==> src/sv/lspa_pkg.sv <==
`default_nettype none
package lspa_pkg;

	// field widths
	localparam int KIND_W  = 2;
	localparam int COORD_W = 32;
	localparam int REG_W   = 31;
	localparam int ANG_W   = 31;
	localparam int EXT_W   = 32;
	localparam int IDX_W   = 2;

	// internal datapath widths
	localparam int CANG_W = 34;
	localparam int VEC_W  = 36;
	localparam int CX_W   = 44;
	localparam int TRIG_W = 32;
	localparam int PROD_W = 72;
	localparam int QUO_W  = 31;
	localparam int DEN_W  = 32;

	localparam int CORDIC_STEPS_DEF = 24;

	// item kinds
	localparam logic [KIND_W-1:0] KIND_QUERY  = 2'd0;
	localparam logic [KIND_W-1:0] KIND_EXTEND = 2'd1;
	localparam logic [KIND_W-1:0] KIND_SEED   = 2'd2;

	// register indexes
	localparam logic [IDX_W-1:0] REG_RADIUS = 2'd0;
	localparam logic [IDX_W-1:0] REG_ANGLE  = 2'd1;
	localparam logic [IDX_W-1:0] REG_TOL    = 2'd2;

	// register reset values
	localparam logic [REG_W-1:0] RADIUS_RST = 31'd65536;
	localparam logic [REG_W-1:0] ANGLE_RST  = 31'd0;
	localparam logic [REG_W-1:0] TOL_RST    = 31'd6554;

	// angle constants, Q3.28; CORDIC_K has 30 fraction bits
	localparam logic signed [CANG_W-1:0] ANG_PI     = 34'sd843314857;
	localparam logic signed [CANG_W-1:0] ANG_2PI    = 34'sd1686629713;
	localparam logic signed [CANG_W-1:0] ANG_HPI    = 34'sd421657428;
	localparam logic signed [CX_W-1:0]   CORDIC_K   = 44'sd652032874;
	localparam logic [QUO_W-1:0]         Z_MAX      = 31'h7FFF_FFFF;

	typedef enum logic {CM_ROT, CM_VEC} cmode_t;

	typedef struct packed {
		logic                     start;
		cmode_t                   mode;
		logic signed [CANG_W-1:0] ang;
		logic signed [VEC_W-1:0]  vx;
		logic signed [VEC_W-1:0]  vy;
	} cordic_req_t;

	typedef struct packed {
		logic                     done;
		logic signed [TRIG_W-1:0] cosv;
		logic signed [TRIG_W-1:0] sinv;
		logic signed [TRIG_W-1:0] angv;
	} cordic_rsp_t;

	typedef struct packed {
		logic                    start;
		logic signed [VEC_W-1:0] a;
		logic signed [VEC_W-1:0] b;
	} mul_req_t;

	typedef struct packed {
		logic                     done;
		logic signed [PROD_W-1:0] p;
	} mul_rsp_t;

	typedef struct packed {
		logic             start;
		logic [DEN_W-1:0] den;
		logic [REG_W-1:0] rad;
	} div_req_t;

	typedef struct packed {
		logic             done;
		logic [QUO_W-1:0] quot;
	} div_rsp_t;

	// arctangent of 2^-i, Q3.28
	function automatic logic [27:0] atan_lut(input logic [4:0] i);
		logic [27:0] v;
		unique case (i)
			5'd0:  v = 28'd210828714;
			5'd1:  v = 28'd124459457;
			5'd2:  v = 28'd65760959;
			5'd3:  v = 28'd33381290;
			5'd4:  v = 28'd16755422;
			5'd5:  v = 28'd8385879;
			5'd6:  v = 28'd4193963;
			5'd7:  v = 28'd2097109;
			5'd8:  v = 28'd1048571;
			5'd9:  v = 28'd524287;
			5'd10: v = 28'd262144;
			5'd11: v = 28'd131072;
			5'd12: v = 28'd65536;
			5'd13: v = 28'd32768;
			5'd14: v = 28'd16384;
			5'd15: v = 28'd8192;
			5'd16: v = 28'd4096;
			5'd17: v = 28'd2048;
			5'd18: v = 28'd1024;
			5'd19: v = 28'd512;
			5'd20: v = 28'd256;
			5'd21: v = 28'd128;
			5'd22: v = 28'd64;
			5'd23: v = 28'd32;
			5'd24: v = 28'd16;
			5'd25: v = 28'd8;
			5'd26: v = 28'd4;
			5'd27: v = 28'd2;
			5'd28: v = 28'd1;
			default: v = 28'd0;
		endcase
		return v;
	endfunction

endpackage
`default_nettype wire

==> src/sv/lspa_mul.sv <==
`default_nettype none
module lspa_mul (
	input  wire logic               clk,
	input  wire logic               arst_n,
	input  wire lspa_pkg::mul_req_t req,
	output lspa_pkg::mul_rsp_t      rsp
);
	localparam int VW = lspa_pkg::VEC_W;
	localparam int PW = lspa_pkg::PROD_W;
	localparam int HW = VW / 2;

	typedef enum logic [1:0] {M_IDLE, M_LO, M_HI} mst_t;

	mst_t                 state_q;
	logic signed [VW-1:0] a_q;
	logic signed [VW-1:0] b_q;
	logic signed [PW-1:0] acc_q;
	logic                 done_q;

	logic signed [VW+HW:0]   pp_lo;
	logic signed [VW+HW-1:0] pp_hi;

	// low half unsigned, high half signed
	assign pp_lo = a_q * $signed({1'b0, b_q[HW-1:0]});
	assign pp_hi = a_q * $signed(b_q[VW-1:HW]);

	always_ff @(posedge clk or negedge arst_n) begin
		if (!arst_n) begin
			state_q <= M_IDLE;
			done_q  <= 1'b0;
			a_q     <= '0;
			b_q     <= '0;
			acc_q   <= '0;
		end else begin
			done_q <= 1'b0;
			unique case (state_q)
				M_IDLE: begin
					if (req.start) begin
						a_q     <= req.a;
						b_q     <= req.b;
						state_q <= M_LO;
					end
				end
				M_LO: begin
					acc_q   <= PW'(pp_lo);
					state_q <= M_HI;
				end
				M_HI: begin
					acc_q   <= acc_q + (PW'(pp_hi) <<< HW);
					done_q  <= 1'b1;
					state_q <= M_IDLE;
				end
				default: state_q <= M_IDLE;
			endcase
		end
	end

	assign rsp.done = done_q;
	assign rsp.p    = acc_q;
endmodule
`default_nettype wire

==> config.mk <==
export PLATFORM = sky130hd
export DESIGN_NAME = lspa_mul
export DESIGN_NICKNAME = d
export VERILOG_FILES = /design/src/sv/lspa_pkg.sv /design/src/sv/lspa_mul.sv
export SDC_FILE = /design/constraint.sdc
export NUM_CORES = 2
export LEC_CHECK = 0
export BUFFER_PORTS_ARGS = -buffer_cell sky130_fd_sc_hd__buf_4
export CORE_MARGIN = 5
export CORE_UTILIZATION = 40
export CTS_CLUSTER_DIAMETER = 30
export DETAILED_ROUTE_END_ITERATION = 7
export MAX_ROUTING_LAYER = met4
export RECOVER_POWER = 100
export SETUP_SLACK_MARGIN = 0.3
export SKIP_LAST_GASP = 1
export SYNTH_ARGS = -nofsm -noshare
export SYNTH_HDL_FRONTEND = slang
export SYNTH_SLANG_ARGS = --single-unit
==> constraint.sdc <==
create_clock -name clk -period 24.2 [get_ports clk]
set_clock_uncertainty 0.05 [all_clocks]
set_input_delay 1.21 -clock clk [delete_from_list [all_inputs] [get_ports clk]]
set_output_delay 1.21 -clock clk [all_outputs]
set_load 0.01 [all_outputs]
Word-level counts from Yosys, hierarchy flattened
Cells that the tools add are included.

word-level totals
  logic and storage cells = 18
  bits in registers = 147

cells by class
  mux-type cells = 4
  add/subtract/negate cells = 1
  multiply operators = 2
  reduce and logical (&&, ||, !) cells = 3
  equal/unequal tests = 3

operators with widths
  operator            count
  $pmux 72 s2         1
  $add 72x72->72      1
  $mul 36x19->55      1
  $mul 36x18->54      1
  $pmux 2 s2          1
  $eq 2x1->1 const B  1
  $eq 2x2->1 const B  1
  $logic_not 2->1     1
  $mux 2              1
  $ne 2x2->1 const B  1
  $reduce_and 2->1    1
  $reduce_bool 2->1   1
  $mux 1              1

Depth between registers and ports, before layout
  word-level depth = 3
  gate-level depth with buffers = 39
  mapped depth without buffers = 37

Worst setup path after synthesis
OpenSTA, ideal clock, no wires.

  path type = register -> register
  from = register b_q[21]
  to = register acc_q[71]
  buffers on the path = 2
  library setup time = 0.065 ns
  slack = 15.294 ns
  arrival time = 8.791 ns
  data required time = 24.085 ns
  stages on the path, launching flop included = 37
  cells stage by stage = dfrtp_1 > clkbuf_1 > clkbuf_1 > nand2_1 > fa_1 > inv_1 > fa_1 > inv_1 > fa_1 > inv_1 > fa_1 > inv_1 > fa_1 > inv_1 > fa_1 > ha_1 > and3_1 > a221oi_1 > o21ai_0 > a21o_1 > a21o_1 > a211oi_1 > o21bai_1 > a21oi_1 > xnor2_1 > ha_1 > o21ai_0 > o21bai_1 > a2111oi_0 > nand4_1 > a211oi_1 > nor2_1 > a41o_1 > a211oi_1 > xnor3_1 > nor2b_1 > o22a_1

on the way
  word-level cells in the longest chain between the ends = 3

RTL lines
  what                    RTL line        text
  start, declared         lspa_mul.sv:16  logic signed [VW-1:0] b_q;
  start signal, assigned  lspa_mul.sv:40  b_q <= req.b;
  $mul 36x18->54          lspa_mul.sv:25  assign pp_hi = a_q * $signed(b_q[VW-1:HW]);
  $add 72x72->72          lspa_mul.sv:49  acc_q <= acc_q + (PW'(pp_hi) <<< HW);
  $pmux 72 s2             lspa_mul.sv:36  unique case (state_q)
  end signal, assigned    lspa_mul.sv:45  acc_q <= PW'(pp_lo);
  end signal, assigned    lspa_mul.sv:49
  end, declared           lspa_mul.sv:17  logic signed [PW-1:0] acc_q;

No other way between the ends.
A chain may end at the register's enable or synchronous reset.

Final worst setup path
  from = register a_q[3]
  to = register acc_q[71]

on the way
  word-level cells in the longest chain between the ends = 3
  elaborated cells on any way between the ends = 4

RTL lines
  what                    RTL line        text
  start, declared         lspa_mul.sv:15  logic signed [VW-1:0] a_q;
  start signal, assigned  lspa_mul.sv:39  a_q <= req.a;
  $mul 36x18->54          lspa_mul.sv:25
  $add 72x72->72          lspa_mul.sv:49
  $pmux 72 s2 (*)         lspa_mul.sv:36

Mark *: on every way between the ends. The rest lies on a longest branch, timed or not.

==> reports/metrics.cfg <==
[outcome]
outcome=complete, but fails checks
violations=max-capacitance violations, max-slew violations

[place]
place.gp.congestion=0.917
portBuffers=147
dp_cells=7508
dp_hpwl_microns=116000

[synth]
yosys_warnings=0
synthXorXnorAreaFrac_pct=2.46
synth_compound_area_share_pct=6.60
synth_nets=7495
synthArstFlopShare_pct=100
synthSimpleGateAreaFrac_pct=15.2
ys_ff_latch=147
synth_edf_count=0
synth_cell_types=71
avgSynthCellArea_sq_um=8.96
yosys-mux-area-fraction_pct=1.68
ys.flop_type=dfrtp_1
synth_top_family_by_area=adder cells
synth_area_sq_um=52500
synth-seq-area-share_pct=7.01
synthAdderAreaFrac_pct=54.9
syn_inst=5860

[sta]
maxSlewViolCount=309
max_freq_mhz=90.6
slew_headroom_pct=-157
worstMarginPinSlew_ps=3850
hold_viol=0
tns_ps=0
fin_crit_ps=11040
grt_setup_unrepaired=false
post-route-period-util_pct=45.6
setup_viol=0

[detailed_routing]
drtAntennaViolNets=0
drc=0
drt_iter0_drc=2019
wl_per_cell_microns=19.0
dr_total_vias=38400
drt_first_pass_iters=7
drt-vias-per-instance=5.09
routed_wl_microns=143000

[grt]
grt_overflow=0
grt_pass1_wl_microns=231000
grt_usage_pct=22.1
grt_max_degree=63
grt_pass1_vias=41300
antenna_found_initial=1

[die]
die_w_microns=372
rows=133
die_area_sq_um=139000
core_area_sq_um=131000
ios=148
start_util_pct=40.1
dieHeight_microns=372

[layout]
drive_gt1_share_pct=4.48
layout.cells.non_filler=7541
final_nets=7407
areaGrowthSynthToFinish_pct=5.63

[cts]
cts_hold_buf=0
cts-resized-gates=0
postCtsSetupRepairBufs=0
clkTransAtPathRegs_ps=80
clk_latency_ps=570
htreeDepth=4
cts.sinks=147
cts_tree=yes
clock-root-buffer=clkbuf_16
cts_buffers=17
clk_path_buf_depth=2

[critical_path]
slowest_stage=clkbuf_1
required_ps=24640
criticalPathCategory=register to register
crit_top_cell=fa_1
critPathLaunchType=register
cp_num_buf_inv=4
max_stage_delay_ps=990
cp_data_arrival_time_ps=11470
crit_path_end_kind=register
crit_fanout=21
cp_top_family=adder cells

[run]
max_cap_violations=6

[hold_path]
worstHoldPathType=register to register

-- worst register-to-register path: cells and delay by family, from the launching register on --
family	cells	cell delay (ps)
xor+xnor	2	680
fa+ha+maj	8	3660
buf+inv	4	1160
compound gates	14	3630
flops	1	780
simple gates	5	1040
-- state kept, by name (all words and copies together) (netlist names) --
| name | flops |
|---|---|
| b_q | 36 |
| state_q | 2 |
| acc_q | 72 |
| a_q | 36 |
| done_q | 1 |
-- final timing paths --
| path | from | to | slack, ps | depth (start not counted) |
|---|---|---|---|---|
| worst min register to register | b_q[27] | b_q[27] | 460 | 1 |
| max in group asynchronous | arst_n | b_q[0] | 18070 | 2 |
| worst max-delay path | a_q[3] | acc_q[71] | 13160 | 33 |
| min in group asynchronous | arst_n | acc_q[3] | 1490 | 1 |
| worst max register to register | a_q[3] | acc_q[71] | 13160 | 33 |
| worst min-delay path | b_q[27] | b_q[27] | 460 | 1 |
-- cell usage after synthesis (34+ instances only) --
cell	instances	area, sq um
inv_1	1363	5120
fa_1	1239	24800
nand2_1	924	3470
and2_1	442	2770
clkbuf_1	327	1230
ha_1	321	4020
a21oi_1	177	886
dfrtp_1	147	3680
nor2_1	135	507
xnor2_1	81	709
o21ai_0	78	390
a21o_1	74	556
mux2_2	73	822
xor2_1	64	561
nand2b_1	39	244
nand3_1	34	170
-- cells in the final DEF, fill, tap and decap left out, drive strengths merged, types with 27 or more instances in the layout --
| master | count |
|---|---|
| clkbuf | 99 |
| o21ai | 80 |
| ha | 321 |
| mux2 | 73 |
| nor2 | 135 |
| buf | 143 |
| dfrtp | 147 |
| o21bai | 27 |
| xor2 | 64 |
| nand3 | 34 |
| a21o | 74 |
| nand2 | 924 |
| nand2b | 39 |
| xnor2 | 81 |
| a21oi | 177 |
| inv | 1372 |
| and2 | 443 |
| fa | 1239 |
-- cell type report --
class	instances	area (sq um)
tap	1755	2200
timing repair buffer	225	1380
multi-input combinational	4018	42400
sequential	147	3680
clock inverter	15	208
inverter	1363	5120
antenna	1	2.50
clock buffer	17	425
fill	13100	75500
-- metal layers --
layer	vias up	GRT usage (%)	wire length (microns)
li1	17100	-	-
met1	20100	26.5	57400
met2	927	38.3	73600
met3	222	2.57	6440
met4	0	8.28	5980
met5	-	-	0
-- metrics by stage --
step                setup WS, ps  hold slack [ps]  cell area, sq um  util [%]
floorplan                  15290              490             52500         -
global placement           14050              438             55200      42.1
detailed placement         13900              445             55200      42.1
CTS                        13850              460             55800      42.6
global route               12420              472             55400      42.3
finish                     13160              459             55400      42.3
-- cells by family (layout without fill, tap and decap cells) --
logic type                 after synthesis  count (layout)
AOI/OAI and AO/OA                      535             535
xor gates and xnor gates               146             146
adders and majority gates             1560            1560
buffers and inverters                 1695            1620
DFF                                    147             147
muxes                                   79              79
other                                    0               1
and+or+nand+nor                       1698            1698
Power is not shown: default switching activity piles up to over one toggle a cycle in this logic, so the estimate is an artifact.
