**src/sv/lspa_pkg.sv**
```systemverilog
`default_nettype none
package lspa_pkg;

	// field widths
	localparam int KIND_W  = 2;
	localparam int COORD_W = 32;
	localparam int REG_W   = 31;
	localparam int ANG_W   = 31;
	localparam int EXT_W   = 32;
	localparam int IDX_W   = 2;

	// internal datapath widths
	localparam int CANG_W = 34;
	localparam int VEC_W  = 36;
	localparam int CX_W   = 44;
	localparam int TRIG_W = 32;
	localparam int PROD_W = 72;
	localparam int QUO_W  = 31;
	localparam int DEN_W  = 32;

	localparam int CORDIC_STEPS_DEF = 24;

	// item kinds
	localparam logic [KIND_W-1:0] KIND_QUERY  = 2'd0;
	localparam logic [KIND_W-1:0] KIND_EXTEND = 2'd1;
	localparam logic [KIND_W-1:0] KIND_SEED   = 2'd2;

	// register indexes
	localparam logic [IDX_W-1:0] REG_RADIUS = 2'd0;
	localparam logic [IDX_W-1:0] REG_ANGLE  = 2'd1;
	localparam logic [IDX_W-1:0] REG_TOL    = 2'd2;

	// register reset values
	localparam logic [REG_W-1:0] RADIUS_RST = 31'd65536;
	localparam logic [REG_W-1:0] ANGLE_RST  = 31'd0;
	localparam logic [REG_W-1:0] TOL_RST    = 31'd6554;

	// angle constants, Q3.28; CORDIC_K has 30 fraction bits
	localparam logic signed [CANG_W-1:0] ANG_PI     = 34'sd843314857;
	localparam logic signed [CANG_W-1:0] ANG_2PI    = 34'sd1686629713;
	localparam logic signed [CANG_W-1:0] ANG_HPI    = 34'sd421657428;
	localparam logic signed [CX_W-1:0]   CORDIC_K   = 44'sd652032874;
	localparam logic [QUO_W-1:0]         Z_MAX      = 31'h7FFF_FFFF;

	typedef enum logic {CM_ROT, CM_VEC} cmode_t;

	typedef struct packed {
		logic                     start;
		cmode_t                   mode;
		logic signed [CANG_W-1:0] ang;
		logic signed [VEC_W-1:0]  vx;
		logic signed [VEC_W-1:0]  vy;
	} cordic_req_t;

	typedef struct packed {
		logic                     done;
		logic signed [TRIG_W-1:0] cosv;
		logic signed [TRIG_W-1:0] sinv;
		logic signed [TRIG_W-1:0] angv;
	} cordic_rsp_t;

	typedef struct packed {
		logic                    start;
		logic signed [VEC_W-1:0] a;
		logic signed [VEC_W-1:0] b;
	} mul_req_t;

	typedef struct packed {
		logic                     done;
		logic signed [PROD_W-1:0] p;
	} mul_rsp_t;

	typedef struct packed {
		logic             start;
		logic [DEN_W-1:0] den;
		logic [REG_W-1:0] rad;
	} div_req_t;

	typedef struct packed {
		logic             done;
		logic [QUO_W-1:0] quot;
	} div_rsp_t;

	// arctangent of 2^-i, Q3.28
	function automatic logic [27:0] atan_lut(input logic [4:0] i);
		logic [27:0] v;
		unique case (i)
			5'd0:  v = 28'd210828714;
			5'd1:  v = 28'd124459457;
			5'd2:  v = 28'd65760959;
			5'd3:  v = 28'd33381290;
			5'd4:  v = 28'd16755422;
			5'd5:  v = 28'd8385879;
			5'd6:  v = 28'd4193963;
			5'd7:  v = 28'd2097109;
			5'd8:  v = 28'd1048571;
			5'd9:  v = 28'd524287;
			5'd10: v = 28'd262144;
			5'd11: v = 28'd131072;
			5'd12: v = 28'd65536;
			5'd13: v = 28'd32768;
			5'd14: v = 28'd16384;
			5'd15: v = 28'd8192;
			5'd16: v = 28'd4096;
			5'd17: v = 28'd2048;
			5'd18: v = 28'd1024;
			5'd19: v = 28'd512;
			5'd20: v = 28'd256;
			5'd21: v = 28'd128;
			5'd22: v = 28'd64;
			5'd23: v = 28'd32;
			5'd24: v = 28'd16;
			5'd25: v = 28'd8;
			5'd26: v = 28'd4;
			5'd27: v = 28'd2;
			5'd28: v = 28'd1;
			default: v = 28'd0;
		endcase
		return v;
	endfunction

endpackage
`default_nettype wire

```
**src/sv/lspa_cordic.sv**
```systemverilog
`default_nettype none
module lspa_cordic #(
	parameter int STEPS = lspa_pkg::CORDIC_STEPS_DEF
) (
	input  wire logic                  clk,
	input  wire logic                  arst_n,
	input  wire lspa_pkg::cordic_req_t req,
	output lspa_pkg::cordic_rsp_t      rsp
);
	localparam int IW = $clog2(STEPS);
	localparam int XW = lspa_pkg::CX_W;
	localparam int ZW = lspa_pkg::CANG_W;
	localparam int TW = lspa_pkg::TRIG_W;
	localparam int VW = lspa_pkg::VEC_W;

	typedef enum logic [2:0] {C_IDLE, C_RED, C_FOLD, C_NORM, C_SIGN, C_ITER, C_POST} cst_t;

	cst_t                 state_q;
	lspa_pkg::cmode_t     mode_q;
	logic signed [XW-1:0] x_q;
	logic signed [XW-1:0] y_q;
	logic signed [ZW-1:0] z_q;
	logic [IW-1:0]        i_q;
	logic                 neg_q;
	logic                 done_q;
	logic signed [TW-1:0] cos_q;
	logic signed [TW-1:0] sin_q;
	logic signed [TW-1:0] ang_q;

	logic                 pd;
	logic signed [XW-1:0] xs;
	logic signed [XW-1:0] ys;
	logic signed [ZW-1:0] at;
	logic signed [ZW-1:0] a1;
	logic signed [ZW-1:0] a2;
	logic                 fneg;
	logic [XW-1:0]        xm;
	logic [XW-1:0]        ym;
	logic signed [ZW-1:0] zc;

	always_comb begin
		// rotation steers by residual angle, vectoring by sign of y
		pd = (mode_q == lspa_pkg::CM_ROT) ? !z_q[ZW-1] : y_q[XW-1];
		xs = x_q >>> i_q;
		ys = y_q >>> i_q;
		at = $signed({6'b0, lspa_pkg::atan_lut(5'(i_q))});

		// wrap into [-pi, pi], then fold into [-pi/2, pi/2]
		if (z_q > lspa_pkg::ANG_PI) a1 = z_q - lspa_pkg::ANG_2PI;
		else if (z_q < -lspa_pkg::ANG_PI) a1 = z_q + lspa_pkg::ANG_2PI;
		else a1 = z_q;
		fneg = 1'b0;
		a2   = a1;
		if (a1 > lspa_pkg::ANG_HPI) begin
			a2   = a1 - lspa_pkg::ANG_PI;
			fneg = 1'b1;
		end else if (a1 < -lspa_pkg::ANG_HPI) begin
			a2   = a1 + lspa_pkg::ANG_PI;
			fneg = 1'b1;
		end

		xm = x_q[XW-1] ? XW'(-x_q) : XW'(x_q);
		ym = y_q[XW-1] ? XW'(-y_q) : XW'(y_q);

		if (z_q > lspa_pkg::ANG_PI) zc = lspa_pkg::ANG_PI;
		else if (z_q < -lspa_pkg::ANG_PI) zc = -lspa_pkg::ANG_PI;
		else zc = z_q;
	end

	always_ff @(posedge clk or negedge arst_n) begin
		if (!arst_n) begin
			state_q <= C_IDLE;
			mode_q  <= lspa_pkg::CM_ROT;
			x_q     <= '0;
			y_q     <= '0;
			z_q     <= '0;
			i_q     <= '0;
			neg_q   <= 1'b0;
			done_q  <= 1'b0;
			cos_q   <= '0;
			sin_q   <= '0;
			ang_q   <= '0;
		end else begin
			done_q <= 1'b0;
			unique case (state_q)
				C_IDLE: begin
					if (req.start) begin
						mode_q <= req.mode;
						neg_q  <= 1'b0;
						i_q    <= '0;
						if (req.mode == lspa_pkg::CM_ROT) begin
							x_q     <= lspa_pkg::CORDIC_K;
							y_q     <= '0;
							z_q     <= req.ang;
							state_q <= C_RED;
						end else begin
							x_q <= {{(XW-VW){req.vx[VW-1]}}, req.vx};
							y_q <= {{(XW-VW){req.vy[VW-1]}}, req.vy};
							z_q <= '0;
							// zero vector gives angle zero
							if (req.vx == '0 && req.vy == '0) state_q <= C_POST;
							else state_q <= C_NORM;
						end
					end
				end
				C_RED: begin
					// remainder toward zero
					if (z_q >= lspa_pkg::ANG_2PI) z_q <= z_q - lspa_pkg::ANG_2PI;
					else if (z_q <= -lspa_pkg::ANG_2PI) z_q <= z_q + lspa_pkg::ANG_2PI;
					else state_q <= C_FOLD;
				end
				C_FOLD: begin
					z_q     <= a2;
					neg_q   <= fneg;
					state_q <= C_ITER;
				end
				C_NORM: begin
					// shift up by 8 while both magnitudes are below 2^32, then double until one reaches 2^40
					if (xm[XW-1:32] == '0 && ym[XW-1:32] == '0) begin
						x_q <= x_q <<< 8;
						y_q <= y_q <<< 8;
					end else if (xm[XW-1:40] == '0 && ym[XW-1:40] == '0) begin
						x_q <= x_q <<< 1;
						y_q <= y_q <<< 1;
					end else begin
						state_q <= C_SIGN;
					end
				end
				C_SIGN: begin
					if (x_q[XW-1]) begin
						z_q <= y_q[XW-1] ? -lspa_pkg::ANG_PI : lspa_pkg::ANG_PI;
						x_q <= -x_q;
						y_q <= -y_q;
					end
					state_q <= C_ITER;
				end
				C_ITER: begin
					x_q <= pd ? x_q - ys : x_q + ys;
					y_q <= pd ? y_q + xs : y_q - xs;
					z_q <= pd ? z_q - at : z_q + at;
					i_q <= i_q + 1'b1;
					if (i_q == IW'(STEPS-1)) state_q <= C_POST;
				end
				C_POST: begin
					cos_q   <= neg_q ? TW'(-x_q) : TW'(x_q);
					sin_q   <= neg_q ? TW'(-y_q) : TW'(y_q);
					ang_q   <= TW'(zc);
					done_q  <= 1'b1;
					state_q <= C_IDLE;
				end
				default: state_q <= C_IDLE;
			endcase
		end
	end

	assign rsp.done = done_q;
	assign rsp.cosv = cos_q;
	assign rsp.sinv = sin_q;
	assign rsp.angv = ang_q;
endmodule
`default_nettype wire

```
**config.mk**
```make
export PLATFORM = sky130hd
export DESIGN_NAME = lspa_cordic
export DESIGN_NICKNAME = d
export VERILOG_FILES = /design/src/sv/lspa_pkg.sv /design/src/sv/lspa_cordic.sv
export SDC_FILE = /design/constraint.sdc
export NUM_CORES = 2
export LEC_CHECK = 0
export BUFFER_PORTS_ARGS = -buffer_cell sky130_fd_sc_hd__buf_2
export CAP_MARGIN = 20
export CORE_ASPECT_RATIO = 0.9
export CORE_MARGIN = 10
export CORE_UTILIZATION = 58
export DETAILED_ROUTE_END_ITERATION = 8
export PLACE_DENSITY = 0.78
export SLEW_MARGIN = 10
export SYNTH_ARGS = -nofsm -noshare
export SYNTH_HDL_FRONTEND = slang
export SYNTH_SLANG_ARGS = --single-unit
```
**constraint.sdc**
```tcl
create_clock -name clk -period 7.5 [get_ports clk]
set_input_delay 0.375 -clock clk [delete_from_list [all_inputs] [get_ports clk]]
set_output_delay 0.375 -clock clk [all_outputs]
set_load 0.01 [all_outputs]
```
* After elaboration in Yosys (flattened, before gate mapping)
Memories as Yosys holds them, arrays and structs flattened.
Cells that the tools add are included.
** Cells by class
- Bitwise operators :: 0
- Mux-type cells :: 48
- Eq/ne operators :: 16
- Add/sub/neg operators :: 13
- Shift operators :: 2
- Order comparisons :: 6
- Reductions and logical operators :: 23
- Divide/modulo/power cells :: 0
- Multiply operators :: 0
** Operators with widths (number)
- 2-to-1 mux 44 bit :: 13
- 2-to-1 mux 34 bit :: 11
- one-hot mux 44 bit (4 select lines) :: 2
- one-hot mux 34 bit (5 select lines) :: 1
- 2-to-1 mux 32 bit :: 4
- adder 44 bit :: 2
- negation 44 bit :: 2
- >>> shifter 44 x 5 -> 44 bit :: 2
- subtractor 44 bit :: 2
- zero test 36 bit :: 2
- adder 34 x 29 -> 34 bit :: 1
- adder 34 x 31 -> 34 bit (second input constant) :: 1
- adder 34 x 32 -> 34 bit (second input constant) :: 1
- >= comparator 34 x 32 -> 1 bit (second input constant) :: 1
- > comparator 34 x 30 -> 1 bit (second input constant) :: 1
- > comparator 34 x 31 -> 1 bit (second input constant) :: 1
- less-or-equal comparator 34 x 32 -> 1 bit (second input constant) :: 1
- less-than comparator 34 x 30 -> 1 bit (second input constant) :: 1
- less-than comparator 34 x 31 -> 1 bit (second input constant) :: 1
- subtractor 34 x 29 -> 34 bit :: 1
- subtractor 34 x 31 -> 34 bit (second input constant) :: 1
- subtractor 34 x 32 -> 34 bit (second input constant) :: 1
- zero test 12 bit :: 2
- 2-to-1 mux 3 bit :: 8
- other kinds (24) :: 45
** Storage, ports and cells
- Register bits after elaboration :: 229
- Memory bits (read-only) :: 896
- Bits in writable memories :: 0
- Bits in latches :: 0
- Bits of input ports :: 110
- Output and inout port bits :: 97
- Word-level logic and storage cells :: 121
- Memories kept :: 1
** Memory list
- (no name shown) :: depth 32, bits a word 28, rd ports 1, clocked after memory_dff 0, write ports 0, line lspa_pkg.sv:87 : unique case (i)

* Longest topological paths before layout
- Depth in word-level cells :: 7
- Depth in mapped cells :: 33
- Depth with buffers taken out :: 27

* Worst setup path after synthesis
OpenSTA, ideal clock, no wires.
- Path type :: register to register
- From :: register i_q[4]
- To :: register y_q[43]
- Arrival time :: 7494 ps
- Library setup time :: 142 ps
- Stages on the path, launching flop included :: 34
- Clock period less this slack :: 7636 ps
- Slack :: -136 ps
- Required time :: 7358 ps
- Buffers on the path :: 7
- Cells stage by stage :: dfrtp_1 inv_1 clkbuf_1 buf_1 buf_1 clkbuf_1 clkbuf_1 clkbuf_1 buf_1 mux2i_1 ha_1 o211ai_1 or3b_2 nor2_1 and4b_1 nor2b_1 a21oi_1 xor2_1 nor2_1 a21oi_1 ha_1 and3_1 a221oi_1 nor2_1 o21a_1 o21a_1 o21ai_0 nand2b_1 or3b_2 o21ai_0 o2111ai_1 o31ai_1 xnor2_1 a31oi_1
** On the way
- Cells in the longest elaborated chain, start to end :: 4
- Elaborated cells on any way between the ends :: 5
- Classes of those cells :: add/sub (2); shift (1); mux (2)
** RTL lines
- start, declared :: line lspa_cordic.sv:23 : logic [IW-1:0] i_q;
- start signal, assigned :: line lspa_cordic.sv:141 : i_q <= i_q + 1'b1;
- >>> shifter 44 x 5 -> 44 bit (*) :: line lspa_cordic.sv:44 : xs = x_q >>> i_q;
- subtractor 44 bit or adder 44 bit (tied branches) :: line lspa_cordic.sv:139 : y_q <= pd ? y_q + xs : y_q - xs;
- 2-to-1 mux 44 bit (*) :: line lspa_cordic.sv:139
- one-hot mux 44 bit (4 select lines) (*) :: line lspa_cordic.sv:85 : unique case (state_q)
- end signal, assigned :: line lspa_cordic.sv:98 : y_q <= {{(XW-VW){req.vy[VW-1]}}, req.vy};
- end signal, assigned :: line lspa_cordic.sv:133 : y_q <= -y_q;
- end signal, assigned :: line lspa_cordic.sv:139
- end, declared :: line lspa_cordic.sv:21 : logic signed [XW-1:0] y_q;
Every way passes the cells marked *; elsewhere a longest branch is shown, timed or not.
A chain may end at the register's enable or synchronous reset.

* Worst setup path after layout
- From :: register i_q[0]
- To :: register y_q[43]
Same word-level chain as after synthesis.

==> out/summary.md <==
The flow ran to the end, and the final reports show no timing, DRC or antenna violations. The congestion estimate from routability-driven global placement came to 1.08. Summed over all layers, the global routing overflow is 0. The share of the clock period used by the worst path after layout was 0.958. The tools report the starting density of the core as 0.586.

By count the netlist is led by 483 x nand2_1, 395 x o21ai_0, 380 x nor2_1. Library cell contributing the largest single delay on the critical path: dfrtp_4. The run gives 229 as the clock sink count. The run gives 132 as the pin count of the biggest net entering global routing. The maximum level of the CTS H-tree is 1, and the number of port buffers is 206. STA puts the critical path data arrival time at 7640 ps.

The worst hold path begins at req[37]. The tools report the pre-CTS setup slack as 189 ps. The number of hold violations in the final report is 0.

Area growth from synthesis to layout: 11.5%. The final critical delay including setup and external delays is 7180 ps, and the detailed placement HPWL is 114000 um. The dominant cell type by area after synthesis was dfrtp_1. Row generation in the floorplan step produced 84 rows. The number of antenna violations at the first check in global routing came out at 8.

Critical path class: flip-flop to flip-flop. Setup violations remaining at the end of the flow were counted as 0. The area share of the leading cell type in the synthesized netlist came out at 0.167. The count of cells in the finished layout, fillers not included, comes to 5405.

The maximum operating frequency is 139 MHz. For the max-slew violation count, the log shows 0. The number of flops mapped to enable cells by yosys came out at 0. The fraction of final layout cells sized beyond drive strength 1 works out to 0.186. The height of the chip came out at 251 um. Max-cap violations in this run came to 0.

The fraction of registers with async set or reset after synthesis works out to 1.00. The Yosys step of the flow raised 0 warnings. The run gives 0.0342 mm^2 as the netlist area before placement.

The most common cell in the synthesized netlist is nand2_1. Total non-filler cell area in the finished layout: 0.0382 mm^2. The number of buffer and inverter instances along the worst setup path was 3; the average size of a mapped cell was 7.68 um^2. Dividing the detail-routed wire length by the instance count gives 27.8 um. Family with the most delay on the worst path: compound AO/OA/AOI/OAI gates. For this run, the slowest stage of the critical path takes 550 ps.

The first detailed-routing pass ran for 9 iterations. The logs give 224000 um for the first-pass GRT wire length and 315 ps for the final worst-path setup slack. Fill cells in the final layout number 5220. In this run the remaining antenna-violating nets after routing total 0. The tools report the clock latency at the later pin of the worst-skew pair as 630 ps. The tools report the data required time at the worst endpoint as 7960 ps. The predominant post-synthesis flop cell is dfrtp_1.

In this run, the number of DRC markers left after iteration 0 of detailed routing was 6624. The worst hold margin came out at 57.1 ps. By area the synthesized netlist is led by dfrtp_1 17%, mux4_2 8.3%, o21ai_0 5.8%. The count of boundary I/O pins is 207.

Sequential fraction of the synthesis area: 0.167. The maximum clock insertion buffer count was 3; the net count after synthesis was 4713. Along the worst hold path, the cell count comes to 3. The worst setup path is captured at a flip-flop.

Yosys mapped the design onto 107 distinct sky130hd cell types. The placed cell count is 5343, and the maximum fanout along the worst path is 13. Synthesis inferred 229 register bits.

The overall via count from detail_route was 39060; the worst-case reg-to-reg path depth was 29. The run gives 4460 as the instance count of the mapped netlist. After detailed placement, the total cell area comes to 0.0371 mm^2.

After clock tree synthesis, the clock-pin slew on the worst setup and hold paths is 80 ps. Counting the buffers created by CTS gives 28. The area of the core came out at 0.0584 mm^2.

TritonCTS built the clock tree. The area of the die is 0.0692 mm^2. For the pin with the worst max-slew slack, the measured transition is 1180 ps.

The via count of the first global-routing pass came out at 35260. The width of the die is 276 um. The path with the worst hold slack has its endpoint at x_q[1]. Across the routed clock network, the largest skew measured is 34.3 ps. Total routing usage reported by global routing: 0.408. The worst reg2reg path startpoint is i_q[0]. The post-detailed-route DRC marker count was 0.

Class of the most critical hold timing path: input port to flip-flop. The relative slew slack was 0.214; the total wire length after detailed routing was 150000 um. Type of origin of the critical path: a flip-flop. After detailed routing, the number of vias per cell comes to 7.23.

The net count of the finished layout is 4858. Across all register-to-register paths, the minimum setup slack is 320 ps. The cell at the root of the clock tree was clkbuf_16.

The worst register-to-register path ends at y_q[43].
==> worst reg2reg max path, delay by kind of cell, from the launching register on <==
kind,cells,cell delay [ps]
compound gates,11,2070
flops,1,550
buf+inv,3,500
xor+xnor,1,150
fa+ha+maj,2,530
simple gates,9,1950
mux,3,1280
==> how the worst max path moves through the flow <==
| stage | startpoint | to | slack, ps | depth (start not counted) |
|---|---|---|---|---|
| 2_1_floorplan | i_q[4] | y_q[43] | 4 | 33 |
| 4_1_cts | i_q[0] | y_q[43] | 120 | 29 |
| 3_5_place_dp | i_q[0] | y_q[43] | 190 | 29 |
| 6_report | i_q[0] | y_q[43] | 320 | 29 |
| 3_3_place_gp | i_q[0] | y_q[43] | 220 | 29 |
| 5_1_grt | i_q[0] | y_q[43] | -60 | 24 |
==> kinds of logic after synthesis <==
group	synth area share
multiplexers	0.141
AO/OA/AOI/OAI	0.276
adder cells (fa/ha/maj)	0.0529
flip-flops	0.167
buffers and inverters	0.0560
AND/OR/NAND/NOR	0.199
XOR/XNOR	0.107
==> state kept, by name, summed over array words and instances, names as in the netlist <==
signal,count
ang_q,32
cos_q,32
done_q,1
i_q,5
mode_q,1
neg_q,1
sin_q,32
state_q,3
x_q,44
y_q,44
z_q,34
==> stage by stage <==
stage                     utilization  setup TNS, ps
after global routing            0.653          -63.6
final                           0.653              0
after global placement          0.634              0
after detailed placement        0.635              0
after CTS                       0.652              0
after floorplan                     -              0
==> final cells by class <==
class                      instances  area, um^2  area share
antenna                            4        10.0    0.000262
clock buffer                      29         714      0.0187
tap                              774         968      0.0254
multi-input combinational       3748       26800       0.701
timing repair buffer             484        3270      0.0856
clock inverter                    23         280     0.00734
inverter                         114         429      0.0112
sequential                       229        5750       0.151
==> per-layer routing <==
metal | wire (um) | GRT usage
met4 | 5840 | 0.130
met3 | 27200 | 0.184
met5 | 85 | 0.00142
met1 | 59100 | 0.569
met2 | 57900 | 0.548
==> cell usage in the layout, fill, tap and decap left out, types with 110 or more instances in the layout <==
| master | count |
|---|---|
| nand2_1 | 482 |
| o21ai_0 | 394 |
| nor2_1 | 376 |
| a21oi_1 | 282 |
| buf_4 | 265 |
| dfrtp_1 | 223 |
| xnor2_1 | 210 |
| buf_2 | 206 |
| xor2_1 | 204 |
| ha_1 | 140 |
| mux4_2 | 126 |
| nor3_1 | 120 |
| inv_1 | 110 |
==> what timing repair did <==
| action | in CTS | in global routing |
|---|---|---|
| buffers inserted | 0 | 4 |
| endpoints found under the setup margin | 0 | 8 |
| gates resized for setup | 0 | 10 |
| hold buffers | 1 | 0 |
| hold endpoints to repair | 98 | 0 |
Power is not shown: default switching activity piles up to over one toggle a cycle in this logic, so the estimate is an artifact.
