`config.mk`:
```
export PLATFORM = sky130hd
export DESIGN_NAME = lspa_div
export DESIGN_NICKNAME = d
export VERILOG_FILES = /design/src/sv/lspa_pkg.sv /design/src/sv/lspa_div.sv
export SDC_FILE = /design/constraint.sdc
export NUM_CORES = 1
export LEC_CHECK = 0
export BUFFER_PORTS_ARGS = -buffer_cell sky130_fd_sc_hd__buf_2
export CAP_MARGIN = 20
export CORE_MARGIN = 3
export CORE_UTILIZATION = 50
export CTS_BUF_LIST = sky130_fd_sc_hd__clkbuf_4 sky130_fd_sc_hd__clkbuf_8
export DETAILED_ROUTE_END_ITERATION = 6
export GPL_TIMING_DRIVEN = 0
export PLACE_DENSITY = 0.69
export REMOVE_ABC_BUFFERS = 1
export SYNTH_ARGS = -nofsm -noshare
export SYNTH_HDL_FRONTEND = slang
export SYNTH_SLANG_ARGS = --single-unit
```
`constraint.sdc`:
```
create_clock -name clk -period 7.4 [get_ports clk]
set_clock_uncertainty 0.15 [all_clocks]
set_input_delay 1.48 -clock clk [delete_from_list [all_inputs] [get_ports clk]]
set_output_delay 1.48 -clock clk [all_outputs]
set_load 0.01 [all_outputs]
```
`src/sv/lspa_pkg.sv`:
```
`default_nettype none
package lspa_pkg;

	// field widths
	localparam int KIND_W  = 2;
	localparam int COORD_W = 32;
	localparam int REG_W   = 31;
	localparam int ANG_W   = 31;
	localparam int EXT_W   = 32;
	localparam int IDX_W   = 2;

	// internal datapath widths
	localparam int CANG_W = 34;
	localparam int VEC_W  = 36;
	localparam int CX_W   = 44;
	localparam int TRIG_W = 32;
	localparam int PROD_W = 72;
	localparam int QUO_W  = 31;
	localparam int DEN_W  = 32;

	localparam int CORDIC_STEPS_DEF = 24;

	// item kinds
	localparam logic [KIND_W-1:0] KIND_QUERY  = 2'd0;
	localparam logic [KIND_W-1:0] KIND_EXTEND = 2'd1;
	localparam logic [KIND_W-1:0] KIND_SEED   = 2'd2;

	// register indexes
	localparam logic [IDX_W-1:0] REG_RADIUS = 2'd0;
	localparam logic [IDX_W-1:0] REG_ANGLE  = 2'd1;
	localparam logic [IDX_W-1:0] REG_TOL    = 2'd2;

	// register reset values
	localparam logic [REG_W-1:0] RADIUS_RST = 31'd65536;
	localparam logic [REG_W-1:0] ANGLE_RST  = 31'd0;
	localparam logic [REG_W-1:0] TOL_RST    = 31'd6554;

	// angle constants, Q3.28; CORDIC_K has 30 fraction bits
	localparam logic signed [CANG_W-1:0] ANG_PI     = 34'sd843314857;
	localparam logic signed [CANG_W-1:0] ANG_2PI    = 34'sd1686629713;
	localparam logic signed [CANG_W-1:0] ANG_HPI    = 34'sd421657428;
	localparam logic signed [CX_W-1:0]   CORDIC_K   = 44'sd652032874;
	localparam logic [QUO_W-1:0]         Z_MAX      = 31'h7FFF_FFFF;

	typedef enum logic {CM_ROT, CM_VEC} cmode_t;

	typedef struct packed {
		logic                     start;
		cmode_t                   mode;
		logic signed [CANG_W-1:0] ang;
		logic signed [VEC_W-1:0]  vx;
		logic signed [VEC_W-1:0]  vy;
	} cordic_req_t;

	typedef struct packed {
		logic                     done;
		logic signed [TRIG_W-1:0] cosv;
		logic signed [TRIG_W-1:0] sinv;
		logic signed [TRIG_W-1:0] angv;
	} cordic_rsp_t;

	typedef struct packed {
		logic                    start;
		logic signed [VEC_W-1:0] a;
		logic signed [VEC_W-1:0] b;
	} mul_req_t;

	typedef struct packed {
		logic                     done;
		logic signed [PROD_W-1:0] p;
	} mul_rsp_t;

	typedef struct packed {
		logic             start;
		logic [DEN_W-1:0] den;
		logic [REG_W-1:0] rad;
	} div_req_t;

	typedef struct packed {
		logic             done;
		logic [QUO_W-1:0] quot;
	} div_rsp_t;

	// arctangent of 2^-i, Q3.28
	function automatic logic [27:0] atan_lut(input logic [4:0] i);
		logic [27:0] v;
		unique case (i)
			5'd0:  v = 28'd210828714;
			5'd1:  v = 28'd124459457;
			5'd2:  v = 28'd65760959;
			5'd3:  v = 28'd33381290;
			5'd4:  v = 28'd16755422;
			5'd5:  v = 28'd8385879;
			5'd6:  v = 28'd4193963;
			5'd7:  v = 28'd2097109;
			5'd8:  v = 28'd1048571;
			5'd9:  v = 28'd524287;
			5'd10: v = 28'd262144;
			5'd11: v = 28'd131072;
			5'd12: v = 28'd65536;
			5'd13: v = 28'd32768;
			5'd14: v = 28'd16384;
			5'd15: v = 28'd8192;
			5'd16: v = 28'd4096;
			5'd17: v = 28'd2048;
			5'd18: v = 28'd1024;
			5'd19: v = 28'd512;
			5'd20: v = 28'd256;
			5'd21: v = 28'd128;
			5'd22: v = 28'd64;
			5'd23: v = 28'd32;
			5'd24: v = 28'd16;
			5'd25: v = 28'd8;
			5'd26: v = 28'd4;
			5'd27: v = 28'd2;
			5'd28: v = 28'd1;
			default: v = 28'd0;
		endcase
		return v;
	endfunction

endpackage
`default_nettype wire

```
`src/sv/lspa_div.sv`:
```
`default_nettype none
module lspa_div (
	input  wire logic               clk,
	input  wire logic               arst_n,
	input  wire lspa_pkg::div_req_t req,
	output lspa_pkg::div_rsp_t      rsp
);
	localparam int QW = lspa_pkg::QUO_W;
	localparam int DW = lspa_pkg::DEN_W;
	localparam int CW = $clog2(QW);

	typedef enum logic [1:0] {D_IDLE, D_STEP, D_DONE} dst_t;

	dst_t             state_q;
	logic [DW-1:0]    den_q;
	logic [DW-1:0]    rem_q;
	logic [QW-1:0]    num_q;
	logic [QW-1:0]    quo_q;
	logic [CW-1:0]    cnt_q;
	logic             done_q;

	logic [DW:0]      rsh;
	logic             ge;
	logic [DW:0]      rdiff;

	// restoring step, numerator is radius shifted up by 30
	assign rsh   = {rem_q, num_q[QW-1]};
	assign ge    = rsh >= {1'b0, den_q};
	assign rdiff = rsh - {1'b0, den_q};

	always_ff @(posedge clk or negedge arst_n) begin
		if (!arst_n) begin
			state_q <= D_IDLE;
			done_q  <= 1'b0;
			den_q   <= '0;
			rem_q   <= '0;
			num_q   <= '0;
			quo_q   <= '0;
			cnt_q   <= '0;
		end else begin
			done_q <= 1'b0;
			unique case (state_q)
				D_IDLE: begin
					if (req.start) begin
						den_q <= req.den;
						rem_q <= DW'(req.rad >> 1);
						num_q <= {req.rad[0], {(QW-1){1'b0}}};
						cnt_q <= '0;
						// quotient would reach 2^31: saturate
						if (DW'(req.rad >> 1) >= req.den) begin
							quo_q   <= lspa_pkg::Z_MAX;
							state_q <= D_DONE;
						end else begin
							quo_q   <= '0;
							state_q <= D_STEP;
						end
					end
				end
				D_STEP: begin
					rem_q <= ge ? rdiff[DW-1:0] : rsh[DW-1:0];
					quo_q <= {quo_q[QW-2:0], ge};
					num_q <= num_q << 1;
					cnt_q <= cnt_q + 1'b1;
					if (cnt_q == CW'(QW-1)) state_q <= D_DONE;
				end
				D_DONE: begin
					done_q  <= 1'b1;
					state_q <= D_IDLE;
				end
				default: state_q <= D_IDLE;
			endcase
		end
	end

	assign rsp.done = done_q;
	assign rsp.quot = quo_q;
endmodule
`default_nettype wire

```
---- After elaboration in Yosys (flattened, before gate mapping) ----
Index checks and enable logic that the tools add are counted.
Widths: inputs -> output; s select.
operators by class
  reductions and logical operators ........ 5
  shift-type cells ........................ 0
  div/mod/pow operators ................... 0
  mux-type cells .......................... 15
  equal/unequal tests ..................... 5
  $lt $le $gt $ge ......................... 2
  bitwise logic cells ..................... 0
  add/subtract/negate cells ............... 2
  multipliers ............................. 0
operators with widths
  cell                 count
  $pmux 31 s2          2
  $mux 31              3
  $mux 32              2
  $pmux 32 s2          1
  $ge 33x32->1         1
  $ge 30x32->1         1
  $sub 32x32->32       1
  $pmux 5 s2           1
  $mux 2               3
  $reduce_and 2->1     3
  $add 5x1->5 const B  1
  $eq 5x5->1 const B   1
  $mux 5               1
  $ne 2x2->1 const B   2
  $pmux 2 s2           1
  $eq 2x1->1 const B   1
  $eq 2x2->1 const B   1
  $logic_not 2->1      1
  $reduce_bool 2->1    1
  $mux 1               1
word-level totals
  word-level logic and storage cells ...... 36
  latch bits .............................. 0
  ROM bits ................................ 0
  memories kept ........................... 0
  flip-flop bits (word level) ............. 134
  output and inout port bits .............. 32
  memory bits (writable) .................. 0

---- Longest topological paths before layout ----
Gate-level depths: netlist of the first run.
  word-level depth ........................ 4
  depth in mapped cells ................... 13

---- Worst setup path before layout of the first run ----
Ideal clock, no wire load.
  kind .................................... in2reg
  start point ............................. input port req[39] (netlist name)
  end point ............................... register quo_q[10]
  cell stages on the path ................. 13
  data arrival time ....................... 3.905 ns
  buffers on the path ..................... 2
  setup slack ............................. 3.219 ns
  required time ........................... 7.124 ns
  cell sequence ........................... inv_1 > ha_1 > a21o_1 > a2111o_1 > a2111oi_2 > o21ai_1 > a221o_1 > o21ai_1 > a211oi_1 > and2_1 > buf_6 > buf_8 > a221o_1
between the ends
  longest elaborated chain between the ends .. 4
ends and longest elaborated chain
  item                  RTL line        text
  start, declared       lspa_div.sv:5   input wire lspa_pkg::div_req_t req,
  $ge 30x32->1          lspa_div.sv:50  if (DW'(req.rad >> 1) >= req.den) begin
  $mux 31               lspa_div.sv:50
  $mux 31               lspa_div.sv:44  if (req.start) begin
  $pmux 31 s2           lspa_div.sv:42  unique case (state_q)
  end signal, assigned  lspa_div.sv:51  quo_q <= lspa_pkg::Z_MAX;
  end signal, assigned  lspa_div.sv:61  quo_q <= {quo_q[QW-2:0], ge};
  end, declared         lspa_div.sv:18  logic [QW-1:0] quo_q;
Every way passes these cells. The select of a mux whose other input is x is not followed.
A chain may end at the register's enable or synchronous reset.

---- Final worst setup path of the first run ----
  start point ............................. input port req[9] (netlist name)
  end point ............................... register quo_q[1]
Same word-level chain as after synthesis.

==> impl_metrics.env, run 1 <==
export IMPL_period_share_pct=58.26
export IMPL_ys_ff_latch=104
export IMPL_grt_pass1_vias=5880
export IMPL_drc=0
export IMPL_grt_start_max_net_pins=98
export IMPL_synthAdderAreaFrac_pct=11.75
export IMPL_cts_made_buffers=9
export IMPL_min_path_cells=1
export IMPL_area_growth_pct=12.12
export IMPL_async_flop_share_pct=100.0
export IMPL_core_area_sq_um=13450
export IMPL_avgSynthCellArea_sq_um=8.712
export IMPL_period_needed_ns=4.311
export IMPL_cp_buffers_inverters=2
export IMPL_routed_wl_met2_um=8032
export IMPL_seqCellArea_sq_um=2603
export IMPL_syn_cell_area_sq_um=6987
export IMPL_crit_required_ns=7.54
export IMPL_hold_class="reg -> reg"
export IMPL_slowest_stage="a2111o_1"
export IMPL_hold_viol_final=0
export IMPL_antenna_found_initial=1
export IMPL_p_int_mw=2.343
export IMPL_die_w_um=124.2
export IMPL_cts_root_buf="clkbuf_8"
export IMPL_place_area_sq_um=7597
export IMPL_tightest_slew_ns=0.9125
export IMPL_status="completed"
export IMPL_cts_setup_buffers=0
export IMPL_place_hpwl_um=12220
export IMPL_clock_power_share_pct=8.6
export IMPL_cts_sinks=104
export IMPL_synth_area_top_cells="dfrtp_1 37%, ha_1 11%, nand2_1 6.7%, o21ai_0 4.4%, a221o_1 4.2%"
export IMPL_worstSkewPairLatency_ns=0.40
export IMPL_cp_cell_sequence="buf_2 -> ha_1 -> a21o_1 -> a2111o_1 -> a2111oi_2 -> o21ai_1 -> a221o_1 -> o21ai_1 -> a211oi_1 -> and2_1 -> buf_16 -> a221o_2"
export IMPL_synth_compound_area_share_pct=24.61
export IMPL_grt_overflow=0
export IMPL_yosysSeqAreaShare_pct=37.25
export IMPL_hold_buffers=0
export IMPL_sw_frac_of_total_pct=47.43
export IMPL_wl_per_cell_um=15.85
export IMPL_synth_simple_area_share_pct=14.45
export IMPL_cts_tree="yes"
export IMPL_ir_drop_mv=0.2486
export IMPL_drt_iter0_drc=409
export IMPL_die_y_um=124.2
export IMPL_p_sw_mw=2.113
export IMPL_clock_path_buffers=2
export IMPL_first_pass_iters=5
export IMPL_wirelength_met1_um=7607
export IMPL_endpoint_kind="flip-flop"
export IMPL_synth_mux_area_share_pct=0.8596
export IMPL_htreeDepth=3
export IMPL_cts_resized=0
export IMPL_critPathMaxStageDelay_ns=0.46
export IMPL_nNetsFinal=1003
export IMPL_start_util_pct=51.93
export IMPL_crit_cells=12
export IMPL_multi_input_area_sq_um=3860
export IMPL_max_cap_violations=0
export IMPL_cpMostUsedCell="o21ai_1"
export IMPL_wl_um=16710
export IMPL_synth_top_cell_area_share_pct=37.25
export IMPL_clkTransAtPathRegs_ns=0.10
export IMPL_p_leak_nw=3.821
export IMPL_ys_warn_count=0
export IMPL_synthXorXnorAreaFrac_pct=3.385
export IMPL_top_layer="met4"
export IMPL_reg2reg_depth=12
export IMPL_max_freq_ghz=0.2320
export IMPL_viasPerCell=5.829
export IMPL_maxSlewHeadroom_pct=39.17
export IMPL_met3_length_um=732
export IMPL_fillers=1231
export IMPL_grt_total_usage_pct=21.92
export IMPL_ios=98
export IMPL_gp_congestion=0.9404
export IMPL_dieArea_sq_um=15430
export IMPL_drv_slew=0
export IMPL_fin_setup_tns_ns=0
export IMPL_cp_data_arrival_time_ns=4.45
export IMPL_holdWs_ns=0.3479
export IMPL_port_buffer_count=97
export IMPL_pwr_share_comb_pct=67.9
export IMPL_syn_inst=802
export IMPL_yosysMostFrequentCell="nand2_1"
export IMPL_grt_pass1_wl_um=28490
export IMPL_cp_start_kind="primary input"
export IMPL_synth_commonest_cells="124 x nand2_1, 104 x dfrtp_1, 72 x inv_1"
export IMPL_pwr_share_seq_pct=23.5
export IMPL_synth_top_area_cell="dfrtp_1"
export IMPL_rsz0062_at_grt="false"
export IMPL_final_area_sq_um=7834
export IMPL_vias=6144
export IMPL_power_density_nw_per_um2=568.9
export IMPL_synth_top_family_by_area="compound AO/OA/AOI/OAI gates"
export IMPL_row_count=42
export IMPL_critPathMaxFanout=30
export IMPL_ys_flop_type="dfrtp_1"
export IMPL_antenna_left=0
export IMPL_setup_viol=0
export IMPL_crit_type="in -> reg"
export IMPL_final_layout_size_suffix_gt1_share_pct=15.39
export IMPL_synth_edf_count=0
export IMPL_cp_top_family="compound AO/OA/AOI/OAI gates"
export IMPL_synthDistinctLibCells=62
[power by group through the flow]
stage	logic, mW	registers, mW	clock network, mW
CTS	3.00	1.05	0.398
detailed placement	2.98	1.05	0
finish	3.02	1.05	0.384
global route	3.39	1.08	0.419
floorplan	2.20	1.06	0
global placement	2.81	1.04	0
[cell type report]
cell class                 count  area share, %
multi-input combinational    579          49.27
sequential                   104          33.22
timing repair buffer         105          8.529
inverter                      73          3.498
tap                          176          2.811
clock buffer                   9          1.581
clock inverter                 7          1.054
antenna                        1        0.03194
[cell usage in the layout, fill, tap and decap left out, drive strengths merged, types with 8 or more instances in the layout]
cell / netlist / routed
nand2: 124 / 124
ha: 64 / 64
nand4: 13 / 13
buf: 12 / 105
a221o: 31 / 31
o21ai: 63 / 63
a21oi: 45 / 45
nand3: 17 / 17
o211ai: 8 / 8
dfrtp: 104 / 104
xor2: 16 / 16
nor2: 37 / 37
inv: 73 / 77
a211oi: 22 / 22
a21o: 23 / 23
a31oi: 27 / 27
clkbuf: 30 / 9
xnor2: 11 / 11
[stage by stage]
stage | total power [mW] | std cells | worst slack, ns | util [%]
after floorplan | 3.258 | 756 | 3.113 | -
after global placement | 3.854 | 1029 | 2.450 | 55.22
after detailed placement | 4.037 | 1036 | 2.418 | 56.47
after CTS | 4.448 | 1052 | 2.860 | 58.01
after global routing | 4.891 | 1054 | 2.959 | 58.23
final | 4.456 | 1054 | 3.089 | 58.23
[final timing paths]
check | from | end | slack [ns]
max reg2reg | rem_q[10] | rem_q[11] | 3.40
max in group asynchronous | arst_n | quo_q[16] | 5.49
min | cnt_q[4] | cnt_q[4] | 0.35
min reg2reg | cnt_q[4] | cnt_q[4] | 0.35
max | req[9] | quo_q[1] | 3.09
min in group asynchronous | arst_n | rem_q[12] | 0.90
[flip-flops by register name, summed over array words and instances (netlist names)]
signal / count
rem_q: 32
num_q: 1
quo_q: 31
state_q: 2
cnt_q: 5
den_q: 32
done_q: 1
[metal layers]
metal / up-vias / track usage (%)
li1: 2993 / -
met1: 2960 / 29.85
met2: 163 / 35.08
met3: 28 / 3.179
met4: 0 / 9.220
met5: - / 0
[cells by family after synthesis]
group,Yosys count
AOI/OAI and AO/OA,252
xor gates and xnor gates,27
adders and majority gates,65
buffers and inverters,119
DFF,104
muxes,6
and+or+nand+nor,229
Power figures use the tool's default switching activity.
==> inputs of run 2 (changes only) <==
--- a/config.mk
+++ b/config.mk
@@ -5,6 +5,7 @@
 export SDC_FILE = /design/constraint.sdc
 export NUM_CORES = 1
 export LEC_CHECK = 0
+export ABC_AREA = 1
 export BUFFER_PORTS_ARGS = -buffer_cell sky130_fd_sc_hd__buf_2
 export CAP_MARGIN = 20
 export CORE_MARGIN = 3
@@ -12,7 +13,7 @@
 export CTS_BUF_LIST = sky130_fd_sc_hd__clkbuf_4 sky130_fd_sc_hd__clkbuf_8
 export DETAILED_ROUTE_END_ITERATION = 6
 export GPL_TIMING_DRIVEN = 0
-export PLACE_DENSITY = 0.69
+export PLACE_DENSITY = 0.68
 export REMOVE_ABC_BUFFERS = 1
 export SYNTH_ARGS = -nofsm -noshare
 export SYNTH_HDL_FRONTEND = slang
==> constraint.sdc (replaced) <==
create_clock -name clk -period 4.35 [get_ports clk]
set_clock_uncertainty 0.15 [all_clocks]
set_input_delay 0.87 -clock clk [delete_from_list [all_inputs] [get_ports clk]]
set_output_delay 0.87 -clock clk [all_outputs]
set_load 0.01 [all_outputs]
==> run 2 against run 1 <==
  * Wire length increased by 25%
  * Non-clock buffer count decreased by 3
  * Total power increased by 87%
  * Cell count increased by 47%
  * Synthesized cell count increased by 56%
  * Critical endpoint is now rem_q[25]
  * Largest cell class unchanged
==> impl_metrics.env, run 2 <==
export IMPL_place_area_sq_um=8911
export IMPL_grt_overflow=0
export IMPL_pwr_share_seq_pct=21.1
export IMPL_synth_edf_count=0
export IMPL_die_y_um=134.1
export IMPL_synth_top_cell_area_share_pct=31.70
export IMPL_reg2reg_slack_ns=0.83
export IMPL_r2r_end="rem_q[25]"
export IMPL_syn_cell_area_sq_um=8209
export IMPL_yosysMostFrequentCell="nand2_1"
export IMPL_nNetsFinal=1462
export IMPL_grt_start_max_net_pins=70
export IMPL_antenna_left=0
export IMPL_crit_required_ns=4.49
export IMPL_clock_path_buffers=2
export IMPL_p_int_mw=3.812
export IMPL_setup_viol=0
export IMPL_reg_top3="den_q: 32 flops, rem_q: 32 flops, quo_q: 31 flops"
export IMPL_gp_congestion=0.9187
export IMPL_status="completed"
export IMPL_start_util_pct=51.31
export IMPL_antenna_found_initial=0
export IMPL_grt_pass1_wl_um=35620
export IMPL_critPathMaxFanout=50
export IMPL_cts_setup_buffers=0
export IMPL_r2r_start="state_q[1]"
export IMPL_ir_drop_mv=0.4168
export IMPL_wl_um=20930
export IMPL_grt_total_usage_pct=24.35
export IMPL_final_common_cell="nand2_1"
export IMPL_wl_per_cell_um=13.48
export IMPL_row_count=46
export IMPL_power_density_nw_per_um2=913.1
export IMPL_ys_ff_latch=104
export IMPL_p_sw_mw=4.499
export IMPL_maxSlewHeadroom_pct=34.29
export IMPL_cts_root_buf="clkbuf_8"
export IMPL_p_leak_nw=5.343
export IMPL_pwr_share_comb_pct=71.3
export IMPL_worstSkewPairLatency_ns=0.41
export IMPL_ios=98
export IMPL_cts_made_buffers=9
export IMPL_clock_power_share_pct=7.7
export IMPL_cts_resized=0
export IMPL_cp_start_kind="primary input"
export IMPL_synth_top_area_cell="dfrtp_1"
export IMPL_place_hpwl_um=16080
export IMPL_core_area_sq_um=16000
export IMPL_sw_frac_of_total_pct=54.13
export IMPL_final_layout_size_suffix_gt1_share_pct=12.20
export IMPL_holdWs_ns=0.2714
export IMPL_hold_viol_final=0
export IMPL_crit_type="in -> reg"
export IMPL_port_buffer_count=97
export IMPL_synth_area_top_cells="dfrtp_1 32%, nand2_1 20%, inv_1 11%, ha_1 9.8%, nand3_1 6.5%"
export IMPL_async_flop_share_pct=100.0
export IMPL_vias=7699
export IMPL_period_needed_ns=3.568
export IMPL_die_w_um=134.1
export IMPL_final_area_sq_um=9102
export IMPL_drv_slew=0
export IMPL_area_growth_pct=10.88
export IMPL_hold_class="in -> async"
export IMPL_syn_inst=1254
export IMPL_grt_pass1_vias=7402
export IMPL_layout_common_cells="428 x nand2_1, 231 x inv_1, 107 x nand3_1"
export IMPL_drc=0
export IMPL_max_cap_violations=0
export IMPL_cts_sinks=104
export IMPL_clkTransAtPathRegs_ns=0.11
export IMPL_endpoint_kind="flip-flop"
export IMPL_htreeDepth=3
export IMPL_ys_warn_count=0
export IMPL_synth_commonest_cells="428 x nand2_1, 231 x inv_1, 107 x nand3_1"
export IMPL_viasPerCell=4.958
export IMPL_cp_data_arrival_time_ns=3.71
export IMPL_hold_buffers=0
export IMPL_rsz0062_at_grt="false"
export IMPL_max_freq_ghz=0.2803
export IMPL_dpl_cell_count=1536
export IMPL_cts_tree="yes"
export IMPL_avgSynthCellArea_sq_um=6.546
export IMPL_tightest_slew_ns=0.9833
export IMPL_setup_ws_ns=0.7818
export IMPL_dpl_worst_slack_ns=0.4043
export IMPL_drt_iter0_drc=428
export IMPL_dieArea_sq_um=17990
export IMPL_synthDistinctLibCells=42
export IMPL_fin_cells=1553
export IMPL_first_pass_iters=5
export IMPL_period_share_pct=82.03
export IMPL_ys_flop_type="dfrtp_1"
export IMPL_yosysSeqAreaShare_pct=31.70
export IMPL_reg2reg_depth=9
export IMPL_fin_setup_tns_ns=0
## run 2: changes by cell type after synthesis, sizes merged, moves of 11 or more
cell	change
xor2	-11
inv	+167
nand2	+319
a21oi	-12
o21ai	+15
nand3	+92
a31oi	-27
nor2	+29
a221o	-31
a211oi	-22
a21boi	+15
a21o	-22
## run 2: power groups by stage
stage	Clock (mW)	Combinational [mW]	Sequential, mW
6_report	0.636	5.93	1.75
3_5_place_dp	0	5.90	1.76
2_1_floorplan	0	4.36	1.76
3_3_place_gp	0	5.77	1.75
5_1_grt	0.692	6.83	1.82
4_1_cts	0.660	5.92	1.75
## run 2: worst max-delay path by stage
stage	startpoint	endpoint	cells past startpoint
finish	req[63]	rem_q[25]	9
global route	state_q[1]	rem_q[25]	9
CTS	req[63]	rem_q[25]	9
detailed placement	req[63]	rem_q[25]	9
global placement	state_q[0]	rem_q[24]	6
floorplan	state_q[0]	rem_q[13]	6
## run 2: logic make-up after synthesis
family / share of synthesized area (%)
multiplexers: 0.2439
buffers and inverters: 13.29
AO/OA/AOI/OAI: 9.617
AND/OR/NAND/NOR: 33.44
XOR/XNOR: 1.707
adder cells (fa/ha/maj): 9.999
flip-flops: 31.70
## run 2: routing by layer
layer	vias up	routed length (um)	track usage, %	share of wire [%]
met3	19	1063	4.389	5.1
met1	3489	9989	33.58	48
met4	0	388	6.844	1.9
met5	-	0	0	0
met2	155	9488	39.61	45
li1	4036	-	-	-
## run 2: layout make-up
class / count / area (sq um)
Fill cell: 1660 / 6898
Multi-Input combinational cell: 873 / 4531
Sequential cell: 104 / 2603
Inverter: 241 / 904.6
Timing Repair Buffer: 102 / 603.1
Tap cell: 216 / 270.3
Clock buffer: 10 / 131.4
Clock inverter: 6 / 57.56
Antenna cell: 1 / 2.502
## run 2: stage by stage
stage	util [%]	total power, mW
finish	56.89	8.312
global route	56.87	9.338
CTS	56.87	8.327
detailed placement	55.69	7.653
global placement	54.86	7.521
floorplan	-	6.121
## run 2: critical path: stages
cell      delay [ns]
buf_2           0.10
nand2_2         0.50
buf_12          0.29
inv_1           0.32
nor2_4          0.45
buf_12          0.27
inv_1           0.34
or2_2           0.40
a21boi_1        0.13
